$ cat config.mk
export PLATFORM = sky130hd
export DESIGN_NAME = button_gesture_detector
export DESIGN_NICKNAME = d
export VERILOG_FILES = /design/src/hdl/bgd_pkg.sv /design/src/hdl/button_gesture_detector.sv
export SDC_FILE = /design/constraint.sdc
export NUM_CORES = 1
export LEC_CHECK = 0
export BUFFER_PORTS_ARGS = -buffer_cell sky130_fd_sc_hd__clkbuf_2
export CAP_MARGIN = 20
export CORE_UTILIZATION = 55
export CTS_CLUSTER_DIAMETER = 200
export DETAILED_ROUTE_END_ITERATION = 10
export PLACE_DENSITY = 0.78
export SKIP_CTS_REPAIR_TIMING = 1
export SLEW_MARGIN = 30
export SYNTH_ARGS = -nofsm -noshare
export SYNTH_HDL_FRONTEND = slang
export SYNTH_SLANG_ARGS = --single-unit
$ cat constraint.sdc
create_clock -name i_clk -period 3.8 [get_ports i_clk]
set_input_delay 0.57 -clock i_clk [delete_from_list [all_inputs] [get_ports i_clk]]
set_output_delay 0.57 -clock i_clk [all_outputs]
set_load 0.05 [all_outputs]
$ cat src/hdl/bgd_pkg.sv
// ----------------------------------------------------------------------------
// bgd_pkg
// Shared types and constants for the button gesture detector: phase and
// event codes, register indexes, reset values and time-stamp widths.
// ----------------------------------------------------------------------------
package bgd_pkg;

    // Width of the poll time stamp on the port
    localparam int NOW_BITS  = 32;
    // Bits of the time stamp that take part in elapsed-time differences
    localparam int TIME_BITS = 32;
    localparam int DIFF_BITS = (TIME_BITS < NOW_BITS) ? TIME_BITS : NOW_BITS;

    // Configuration register width and reset values
    localparam int CFG_BITS = 16;
    localparam logic [CFG_BITS-1:0] HOLD_TIME_RST = 16'd2000;
    localparam logic [CFG_BITS-1:0] GAP_TIME_RST  = 16'd100;

    // Width at which elapsed time meets a timeout register
    localparam int CMP_BITS = (DIFF_BITS > CFG_BITS) ? DIFF_BITS : CFG_BITS;

    // Configuration register indexes
    typedef enum logic [0:0] {
        CFG_HOLD_TIME = 1'b0,
        CFG_GAP_TIME  = 1'b1
    } t_cfg_index;

    // Gesture machine phases
    typedef enum logic [2:0] {
        PH_IDLE          = 3'd0,
        PH_FIRST_PRESS   = 3'd1,
        PH_FIRST_RELEASE = 3'd2,
        PH_SECOND_PRESS  = 3'd3,
        PH_LONG_PRESS    = 3'd4
    } t_phase;

    // Reported events
    typedef enum logic [1:0] {
        EV_NONE   = 2'd0,
        EV_CLICK  = 2'd1,
        EV_DOUBLE = 2'd2,
        EV_HOLD   = 2'd3
    } t_event;

endpackage

$ cat src/hdl/button_gesture_detector.sv
// Path: a poll is taken into the input register, then its event is written
//   to the result register and shown on the output.
// Throughput: one poll per cycle while the event channel is not stalled.
// Reset (i_rst_n low, synchronous): phase idle, mark time zero, hold time
//   2000 and gap time 100 ticks, both pipeline stages empty.
// ----------------------------------------------------------------------------
// button_gesture_detector
// Turns polls of a push button (level and tick time stamp) into click,
// double click and hold events, one result beat per poll.
// ----------------------------------------------------------------------------
module button_gesture_detector import bgd_pkg::*; (
    input  logic                i_clk,
    input  logic                i_rst_n,
    // configuration write port
    input  logic                i_cfg_we,
    input  logic [0:0]          i_cfg_index,
    input  logic [CFG_BITS-1:0] i_cfg_data,
    // poll channel
    input  logic                i_in_valid,
    output logic                o_in_stall,
    input  logic                i_pressed,
    input  logic [NOW_BITS-1:0] i_now_time,
    // event channel
    output logic                o_out_valid,
    input  logic                i_out_stall,
    output logic [1:0]          o_event_code
);

    logic [CFG_BITS-1:0]  r_hold_time;
    logic [CFG_BITS-1:0]  r_gap_time;

    logic                 r_in_valid;
    logic                 r_in_pressed;
    logic [NOW_BITS-1:0]  r_in_now;

    t_phase               r_phase, n_phase;
    logic [NOW_BITS-1:0]  r_mark,  n_mark;
    t_event               r_event, n_event;
    logic                 r_out_valid;

    logic                 out_free;
    logic                 step;
    logic [DIFF_BITS-1:0] elapsed;
    logic                 hold_over;
    logic                 gap_over;

    // Configuration registers
    always_ff @(posedge i_clk) begin
        if (!i_rst_n) begin
            r_hold_time <= HOLD_TIME_RST;
            r_gap_time  <= GAP_TIME_RST;
        end else if (i_cfg_we) begin
            unique case (t_cfg_index'(i_cfg_index))
                CFG_HOLD_TIME: r_hold_time <= i_cfg_data;
                CFG_GAP_TIME:  r_gap_time  <= i_cfg_data;
                default:       ;
            endcase
        end
    end

    // Handshake: result register frees when empty or taken
    assign out_free   = !r_out_valid || !i_out_stall;
    assign step       = r_in_valid && out_free;
    assign o_in_stall = r_in_valid && !out_free;

    // Input register: hold the beat until it moves on
    always_ff @(posedge i_clk) begin
        if (!i_rst_n) begin
            r_in_valid <= 1'b0;
        end else if (!o_in_stall) begin
            r_in_valid <= i_in_valid;
        end
    end

    always_ff @(posedge i_clk) begin
        if (!o_in_stall && i_in_valid) begin
            r_in_pressed <= i_pressed;
            r_in_now     <= i_now_time;
        end
    end

    // Wrap-safe elapsed time and timeout compares
    assign elapsed   = r_in_now[DIFF_BITS-1:0] - r_mark[DIFF_BITS-1:0];
    assign hold_over = (CMP_BITS'(elapsed) >= CMP_BITS'(r_hold_time));
    assign gap_over  = (CMP_BITS'(elapsed) >= CMP_BITS'(r_gap_time));

    // Gesture machine: next phase, mark and event; timeout before level
    always_comb begin
        n_phase = r_phase;
        n_mark  = r_mark;
        n_event = EV_NONE;
        unique case (r_phase)
            PH_IDLE: begin
                if (r_in_pressed) begin
                    n_phase = PH_FIRST_PRESS;
                    n_mark  = r_in_now;
                end
            end
            PH_FIRST_PRESS: begin
                if (hold_over) begin
                    n_phase = PH_LONG_PRESS;
                    n_event = EV_HOLD;
                end else if (!r_in_pressed) begin
                    n_phase = PH_FIRST_RELEASE;
                    n_mark  = r_in_now;
                end
            end
            PH_FIRST_RELEASE: begin
                if (gap_over) begin
                    n_phase = PH_IDLE;
                    n_event = EV_CLICK;
                end else if (r_in_pressed) begin
                    n_phase = PH_SECOND_PRESS;
                    n_mark  = r_in_now;
                end
            end
            PH_SECOND_PRESS: begin
                if (hold_over) begin
                    n_phase = PH_LONG_PRESS;
                    n_event = EV_HOLD;
                end else if (!r_in_pressed) begin
                    n_phase = PH_IDLE;
                    n_event = EV_DOUBLE;
                end
            end
            PH_LONG_PRESS: begin
                if (!r_in_pressed) begin
                    n_phase = PH_IDLE;
                end
            end
            default: begin
                n_phase = PH_IDLE;
            end
        endcase
    end

    // Machine state: advance only when a beat moves into the result register
    always_ff @(posedge i_clk) begin
        if (!i_rst_n) begin
            r_phase <= PH_IDLE;
            r_mark  <= '0;
        end else if (step) begin
            r_phase <= n_phase;
            r_mark  <= n_mark;
        end
    end

    // Result register
    always_ff @(posedge i_clk) begin
        if (!i_rst_n) begin
            r_out_valid <= 1'b0;
        end else if (out_free) begin
            r_out_valid <= r_in_valid;
        end
    end

    always_ff @(posedge i_clk) begin
        if (step) begin
            r_event <= n_event;
        end
    end

    assign o_out_valid  = r_out_valid;
    assign o_event_code = r_event;

    // Checks
    a_hold_long: assert property (@(posedge i_clk) disable iff (!i_rst_n)
        (r_out_valid && r_event == EV_HOLD) |-> (r_phase == PH_LONG_PRESS))
        else $error("hold event without long press phase");

    a_click_idle: assert property (@(posedge i_clk) disable iff (!i_rst_n)
        (r_out_valid && (r_event == EV_CLICK || r_event == EV_DOUBLE))
        |-> (r_phase == PH_IDLE))
        else $error("click event without return to idle");

    a_mark_press: assert property (@(posedge i_clk) disable iff (!i_rst_n)
        (step && r_phase == PH_IDLE && r_in_pressed) |=> (r_mark == $past(r_in_now)))
        else $error("mark time not taken on first press");

    a_state_hold: assert property (@(posedge i_clk) disable iff (!i_rst_n)
        (!step) |=> ($stable(r_phase) && $stable(r_mark)))
        else $error("machine state moved without a beat");

endmodule
==> run metrics, run 1 <==
DP Wirelength=11470 um; Multi-input gate area=3786 um^2; largest net degree at the start of global routing=76; clock tree buffer depth=2; num ports=59; port bufs=58; yosys warns=0; max-cap violation count=0; DRC errors left=0; Die Y=110.9 um; Setup crit end kind=flop; antenna violations before repair=0; #FFs+latches synth=104; Fin. Hold Viols=0; pwr/cell area=371.0 nW/um^2; H-tree levels=3; Worst Tran Pin Value=800.6 ps; ys async rst share=0%; final setup margin=-368.8 ps; pre-CTS setup slack=-369.0 ps; number of vias per cell=5.657; status=complete, but fails checks; GRT Overall Usage=25.41%; Core Area=11470 um^2; Synth Instances=757; layout cells sized above 1=18.62%; routability-driven placement congestion ratio=0.8822; first-pass GRT wire length=25430 um; WS Path Type=reg -> reg; WL/cell=15.95 um; Area growth syn-to-layout=18.18%; hold path depth=1; Initial Util=56.90%; WL final=15900 um; Leakage Power=3.158 nW; Die Area=12300 um^2; Synth Flop Type=dfxtp_1; row cnt=39; worst path required time=4020 ps; fill count=935; Rel. slew slack=46.15%; Clock Pin Slew Worst Setup and Hold Paths=70 ps; CTS tree=yes; CP max FO=4; fmax=239.9 MHz; fin crit share=109.7%; Final ANT Viol Nets=0; Final Non-Filler Cells=997; Num CTS Buffers=9; post-placement cell count=969; die width=110.9 um; Final Max Tran Viols=0; Sink Count=104; final setup fails=36; share of the yosys chip area belonging to registers=37.28%; Max VDD drop=0.4115 mV; startpoint type of the worst setup path=flop; area occupied by registers=2434 um^2; failing checks=negative setup slack; routed via count=5640; Syn Nets=876; # diodes=0; Root Buffer=clkbuf_16; WP data arrival=4390 ps; Synth Cell Area=6525 um^2; Final min period=4169 ps; Netlist cell types=64; Skew-Pair Late Insertion Delay=360 ps; average size of a mapped cell=8.620 um^2; GR Overflow Total=0; clk_skew=9.728 ps; drt initial violations=363; final net count=968; vias in the first global route=5555; Post-synth EDFFs=35; Worst Hold Class=in -> reg; drt first pass iters=4; worst r2r path cells=18; RSZ-0062 raised after global routing=true
## worst paths after layout
kind | from | end | slack [ps]
worst max-delay path | r_in_now[4] | r_phase[2] | -370
worst min register to register | r_mark[22] | r_mark[22] | 460
worst min-delay path | i_now_time[31] | r_in_now[31] | 390
worst max register to register | r_in_now[4] | r_phase[2] | -370
## cells in the final DEF, fill, tap and decap left out, drive strengths merged, types with 2 or more instances in the layout
cell type,count
a221oi,3
a31o,2
a21boi,3
nand4,12
o211ai,13
nor2,32
o31ai,5
and2,2
xnor2,15
inv,73
a211oi,5
mux2i,33
clkinv,3
ha,63
or4b,2
o21bai,4
and3,5
o2111ai,3
a31oi,4
o21a,8
nand2,152
nor2b,8
clkbuf,72
and4,3
nand2b,5
nor4,5
o221ai,2
a21oi,68
o21ai,24
nand3,11
nor3,9
a21o,22
buf,50
edfxtp,35
xor2,10
dfxtp,69
## metal layers
layer,GRT usage [%],wire (um),vias up
li1,-,-,2816
met1,33.51,7506,2645
met2,41.82,7330,151
met3,4.265,697,28
met4,9.333,366,0
met5,0,0,-
## final cells by class
type                       instances  area share [%]
clock buffer                      12           3.472
clock inverter                     4          0.3407
inverter                          73           3.553
multi-input combinational        551           49.10
sequential                       104           31.56
tap                              143           2.320
timing repair buffer             110           9.654
## worst max-delay path, cell delays in order (launching register included)
cell,delay (ps)
edfxtp_1,440
ha_4,280
a21o_1,170
a31o_2,220
or2_4,270
a31oi_4,160
o21bai_1,90
a21oi_1,190
xnor2_1,170
ha_1,290
a21o_1,190
a21o_1,170
a221oi_2,260
o21a_1,170
a32oi_1,60
or4b_1,480
o21ai_2,210
buf_4,150
o31ai_1,60
## cell usage after synthesis (2+ instances only)
cell type  count  share of area [%]
xor2_1        10                1.3
a221oi_1       3               0.40
o221ai_1       2               0.27
buf_12         3               0.92
edfxtp_1      35                 16
a21o_1        22                2.5
o31ai_1        5               0.58
a21boi_0       3               0.35
a31oi_1        4               0.38
nand2b_1       5               0.48
a21oi_1       67                5.1
o211ai_1      13                1.5
and4_1         3               0.40
ha_1          63                 12
xnor2_1       15                2.0
nor2b_1        8               0.77
nand4_1       12                1.2
buf_1          2               0.12
nand3_1       10               0.77
clkbuf_1      21                1.2
a211oi_1       3               0.35
inv_1         72                4.1
mux2i_1       33                5.1
and3_1         5               0.48
nor2_1        32                1.8
o21bai_1       4               0.46
o2111ai_1      2               0.27
a31o_2         2               0.27
a211oi_2       2               0.38
o21ai_1        3               0.23
dfxtp_1       69                 21
o21a_1         8               0.92
o21ai_0       21                1.6
nand2_1      152                8.7
nor3_1         8               0.61
nor4_1         5               0.48
and2_1         2               0.19
or4b_1         2               0.31
## registers in the layout, summed over array words and instances (netlist names)
| name | flops |
|---|---|
| r_phase | 3 |
| r_in_pressed | 1 |
| r_in_now | 32 |
| r_mark | 32 |
| o_event_code | 2 |
| r_hold_time | 16 |
| r_in_valid | 1 |
| r_gap_time | 16 |
| o_out_valid | 1 |
## stage by stage
stage | setup TNS, ps | hold WS (ps) | instance area (um^2) | total power [mW] | util, %
6_report | -10340 | 388.2 | 7711 | 2.861 | 67.25
5_1_grt | -16280 | 378.1 | 7711 | 3.001 | 67.25
4_1_cts | -9612 | 379.5 | 7478 | 2.827 | 65.22
3_5_place_dp | -8571 | 447.4 | 7184 | 1.927 | 62.65
3_3_place_gp | -4668 | 442.6 | 7184 | 1.901 | 62.65
2_1_floorplan | -306.4 | 434.7 | 6570 | 1.721 | -
## kinds of logic (layout without fill, tap and decap cells)
family	count (synthesis)	after routing	share of synthesized area [%]
buffers and inverters	102	199	6.807
AO/OA/AOI/OAI	176	176	17.51
flip-flops	104	104	37.28
XOR/XNOR	25	25	3.356
adder cells (fa/ha/maj)	64	64	12.39
AND/OR/NAND/NOR	253	253	17.60
multiplexers	33	33	5.062
## power breakdown
part | leakage [nW] | internal [mW] | switching (mW)
clock network | 0.144 | 0.501 | 0.406
registers | 0.905 | 1.20 | 0.0281
logic | 2.11 | 0.317 | 0.405
(Power assumes the default switching activity.)
==> inputs of run 2 (changes only) <==
--- a/config.mk
+++ b/config.mk
@@ -7,6 +7,7 @@
 export LEC_CHECK = 0
 export BUFFER_PORTS_ARGS = -buffer_cell sky130_fd_sc_hd__clkbuf_2
 export CAP_MARGIN = 20
+export CORE_ASPECT_RATIO = 0.5
 export CORE_UTILIZATION = 55
 export CTS_CLUSTER_DIAMETER = 200
 export DETAILED_ROUTE_END_ITERATION = 10
==> run metrics, run 2 (synthesis results as in run 1) <==
status=complete, but fails checks; failing checks=negative setup slack; Sink Count=104; final net count=971; port bufs=58; commonest non-fill, non-tap cell in the layout=nand2_1; Multi-input gate area=3789 um^2; Die Area=12330 um^2; Setup crit end kind=flop; Worst Hold Class=in -> reg; origin of the critical flop-to-flop path=r_in_now[4]; worst path required time=4020 ps; Final Instance Area=7794 um^2; Reg2Reg Setup Slack=-290 ps; R2R Path End=r_phase[1]; clock tree buffer depth=2; row cnt=27; first-pass GRT wire length=23950 um; DP Wirelength=10680 um; Setup crit start=r_in_now[4]; CTS tree=yes; num ports=59; pwr/cell area=367.3 nW/um^2; WS Path Type=reg -> reg; Root Buffer=clkbuf_16; top flop regs=r_in_now (32), r_mark (32); antenna violations before repair=0; GR Overflow Total=0; WP data arrival=4310 ps; Leakage Power=3.187 nW; RSZ-0062 raised after global routing=true; Final min period=4090 ps; largest net degree at the start of global routing=42; WL/cell=15.02 um; Overall Power=2.863 mW; Core Area=11280 um^2; routability-driven placement congestion ratio=0.9073; die width=156.0 um; Final Max Tran Viols=0; DRC errors left=0; number of vias per cell=5.608; commonest non-fill, non-tap cells in the layout=nand2_1, inv_1, dfxtp_1; GRT Overall Usage=24.31%; area occupied by registers=2435 um^2; Crit path largest cell delay=510 ps; Initial Util=57.83%; worst r2r path cells=18; # diodes=0; Final ANT Viol Nets=0; Fin Hold WS=389.3 ps; pre-CTS setup slack=-335.1 ps; Max VDD drop=0.2182 mV; most used cell, CP=a21o_1; startpoint type of the worst setup path=flop; vias in the first global route=5309; routed via count=5698; Crit-path slowest cell=or4b_1; Placed Area=7252 um^2; Die Y=79.02 um; clk_skew=9.572 ps; final setup margin=-290.0 ps; fmax=244.5 MHz; CP Cell Sequence=ha_4 > a21o_1 > a31o_2 > or2_4 > a31oi_4 > o21bai_1 > a21oi_1 > xnor2_1 > ha_1 > a21o_1 > a21o_1 > a221oi_2 > o21a_1 > a32oi_1 > or4b_1 > o21ai_2 > or4b_1 > a21oi_1; Rel. slew slack=52.54%; worst hold start=i_now_time[25]; Critical Path End=r_phase[1]; fill count=902; max-cap violation count=0; fin crit share=107.6%; Area growth syn-to-layout=19.44%; final setup fails=35; setup tns final=-8047 ps; drt initial violations=423; H-tree levels=3; WL final=15260 um; Skew-Pair Late Insertion Delay=360 ps; layout cells sized above 1=19.25%; Num CTS Buffers=9; Fin. Hold Viols=0; CP max FO=4; hold path depth=1; drt first pass iters=5; Worst Tran Pin Value=712.0 ps; Clock Pin Slew Worst Setup and Hold Paths=70 ps
-- run 2: worst min-delay path by stage --
stage                            to  slack, ps
finish                 r_in_now[25]        390
global route           r_in_now[25]        380
CTS                    r_in_now[25]        380
detailed placement  r_hold_time[14]        450
global placement         r_mark[13]        440
floorplan                r_mark[10]        430
-- run 2: final cells by class --
type                    count  area share (%)
multi-input cells         551           48.61
flip-flops and latches    104           31.24
repair buffers            113           10.37
inverters                  73           3.516
clock buffers               9           2.890
well taps                 159           2.553
clock inverters             7          0.8188
-- run 2: power breakdown --
| part | switching, mW | total, mW | leakage [nW] | internal [mW] |
|---|---|---|---|---|
| clock network | 0.440 | 0.898 | 0.144 | 0.459 |
| logic | 0.407 | 0.735 | 2.14 | 0.328 |
| registers | 0.0269 | 1.23 | 0.905 | 1.20 |
-- run 2: stage by stage --
| stage | instances | utilization [%] |
|---|---|---|
| after global routing | 1016 | 69.07 |
| final | 1016 | 69.07 |
| after floorplan | 757 | - |
| after global placement | 989 | 64.27 |
| after CTS | 1005 | 66.83 |
| after detailed placement | 989 | 64.27 |
-- run 2: layer usage --
metal | vias to the layer above | GRT usage, % | share of wire, %
li1 | 2826 | - | -
met1 | 2669 | 30.28 | 46
met2 | 172 | 43.04 | 47
met3 | 31 | 4.585 | 5.5
met4 | 0 | 7.157 | 1.7
met5 | - | 0 | 0
-- run 2: worst max-delay path, delay by kind of cell, from the launching register on --
kind                       cells  cell delay, ps
xor gates and xnor gates       1             170
AOI/OAI and AO/OA             12            1940
adders and majority gates      2             520
DFF                            1             430
and+or+nand+nor                3             910
==> inputs of run 3 (changes only) <==
--- a/config.mk
+++ b/config.mk
@@ -6,9 +6,9 @@
 export NUM_CORES = 1
 export LEC_CHECK = 0
 export BUFFER_PORTS_ARGS = -buffer_cell sky130_fd_sc_hd__clkbuf_2
-export CAP_MARGIN = 20
 export CORE_ASPECT_RATIO = 0.5
 export CORE_UTILIZATION = 55
+export CTS_BUF_LIST = sky130_fd_sc_hd__clkbuf_4 sky130_fd_sc_hd__clkbuf_8
 export CTS_CLUSTER_DIAMETER = 200
 export DETAILED_ROUTE_END_ITERATION = 10
 export PLACE_DENSITY = 0.78
==> run metrics, run 3 (synthesis results as in run 1) <==
status=complete, but fails checks; failing checks=negative setup slack; Max VDD drop=0.1736 mV; Core Area=11280 um^2; final setup fails=35; Root Buffer=clkbuf_8; R2R Path End=r_phase[1]; port bufs=58; Worst Hold Class=in -> reg; Worst Tran Pin Value=707.9 ps; top flop regs=r_in_now (32), r_mark (32); drt first pass iters=4; clock tree buffer depth=2; Final Instance Area=7692 um^2; GRT Overall Usage=24.07%; Die Area=12330 um^2; largest net degree at the start of global routing=42; Final ANT Viol Nets=0; Final Max Tran Viols=0; DP Wirelength=10680 um; post-route core utilization=68.17%; commonest non-fill, non-tap cells in the layout=nand2_1, inv_1, dfxtp_1; H-tree levels=3; Fin Hold WS=354.2 ps; Area growth syn-to-layout=17.89%; met1 usage=30.28%; WL final=15090 um; worst path required time=4060 ps; final net count=971; Rel. slew slack=52.80%; Reg2Reg Setup Slack=-290 ps; # diodes=0; RSZ-0062 raised after global routing=true; pre-CTS setup slack=-335.1 ps; commonest non-fill, non-tap cell in the layout=nand2_1; Skew-Pair Late Insertion Delay=390 ps; Num CTS Buffers=9; Clock Pin Slew Worst Setup and Hold Paths=110 ps; fmax=244.3 MHz; routed via count=5636; number of vias per cell=5.547; hold path depth=1; worst hold start=i_now_time[13]; startpoint type of the worst setup path=flop; pwr/cell area=341.0 nW/um^2; Placed Area=7252 um^2; Initial Util=57.83%; gr busiest metal=met2; CTS tree=yes; origin of the critical flop-to-flop path=r_in_now[0]; WS Path Type=reg -> reg; vias in the first global route=5261; max-cap violation count=0; fill count=912; layout cells sized above 1=19.25%; die width=156.0 um; GR Overflow Total=0; antenna violations before repair=0; Leakage Power=3.141 nW; clk_skew=14.59 ps; Setup crit end kind=flop; final setup margin=-292.8 ps; Final min period=4093 ps; Fin. Hold Viols=0; WP data arrival=4350 ps; DRC errors left=0; first-pass GRT wire length=23680 um; met3 Usage GRT=4.913%; worst r2r path cells=20; CP max FO=4; row cnt=27; drt initial violations=415; Die Y=79.02 um; fin crit share=107.7%; num ports=59; Hold Path End=r_in_now[13]; grt met2 use=42.10%; WL/cell=14.85 um; routability-driven placement congestion ratio=0.9073; Sink Count=104
## run 3: changes by cell type in the layout (fill, tap and decap cells not counted)
cell	previous run	this run
clkbuf_16	12	3
clkbuf_8	0	9
## run 3: layout make-up
cell class              instances  area, um^2  share of cell area, %
clock buffers                   9       123.9                  1.610
clock inverters                 7       63.81                 0.8295
inverters                      73       274.0                  3.562
multi-input cells             551        3789                  49.25
flip-flops and latches        104        2435                  31.65
well taps                     159       198.9                  2.586
repair buffers                113       808.3                  10.51
## run 3: critical path, stage by stage (launching register included)
cell and delay, ps:
edfxtp_1 380, inv_2 50, ha_4 170, fa_2 350, nor2b_2 160, o2111ai_2 210, buf_4 200, nand2_1 120
a21o_1 140, a21oi_1 70, xnor2_1 160, ha_1 200, a21o_1 160, a21o_1 160, a221oi_2 290, o21a_1 180
a32oi_1 70, or4b_1 510, o21ai_2 200, or4b_1 140, a21oi_1 50
## run 3: routing by layer
| metal | vias to the layer above | share of wire (%) |
|---|---|---|
| li1 | 2825 | - |
| met1 | 2659 | 46 |
| met2 | 128 | 47 |
| met3 | 24 | 4.7 |
| met4 | 0 | 1.4 |
| met5 | - | 0 |
## run 3: worst max path at each step
stage	endpoint	startpoint	slack, ps
3_5_place_dp	r_phase[1]	r_in_now[0]	-340
2_1_floorplan	r_phase[1]	r_in_now[4]	-160
6_report	r_phase[1]	r_in_now[0]	-290
5_1_grt	r_phase[1]	r_in_now[0]	-500
3_3_place_gp	r_phase[1]	r_in_now[4]	-210
4_1_cts	r_phase[1]	r_in_now[0]	-370
## run 3: stage by stage
step                      instances  power [mW]  setup TNS, ps
after floorplan                 757       1.721         -306.4
after CTS                      1005       2.588          -6444
after detailed placement        989       1.928          -4981
after global placement          989       1.901          -2241
final                          1016       2.623          -8143
after global routing           1016       2.765         -16200
## run 3: report_power, final
group,leakage [nW],internal (mW),switching [mW]
clock,0.0977,0.252,0.413
sequential,0.905,1.20,0.0267
combinational,2.14,0.327,0.401
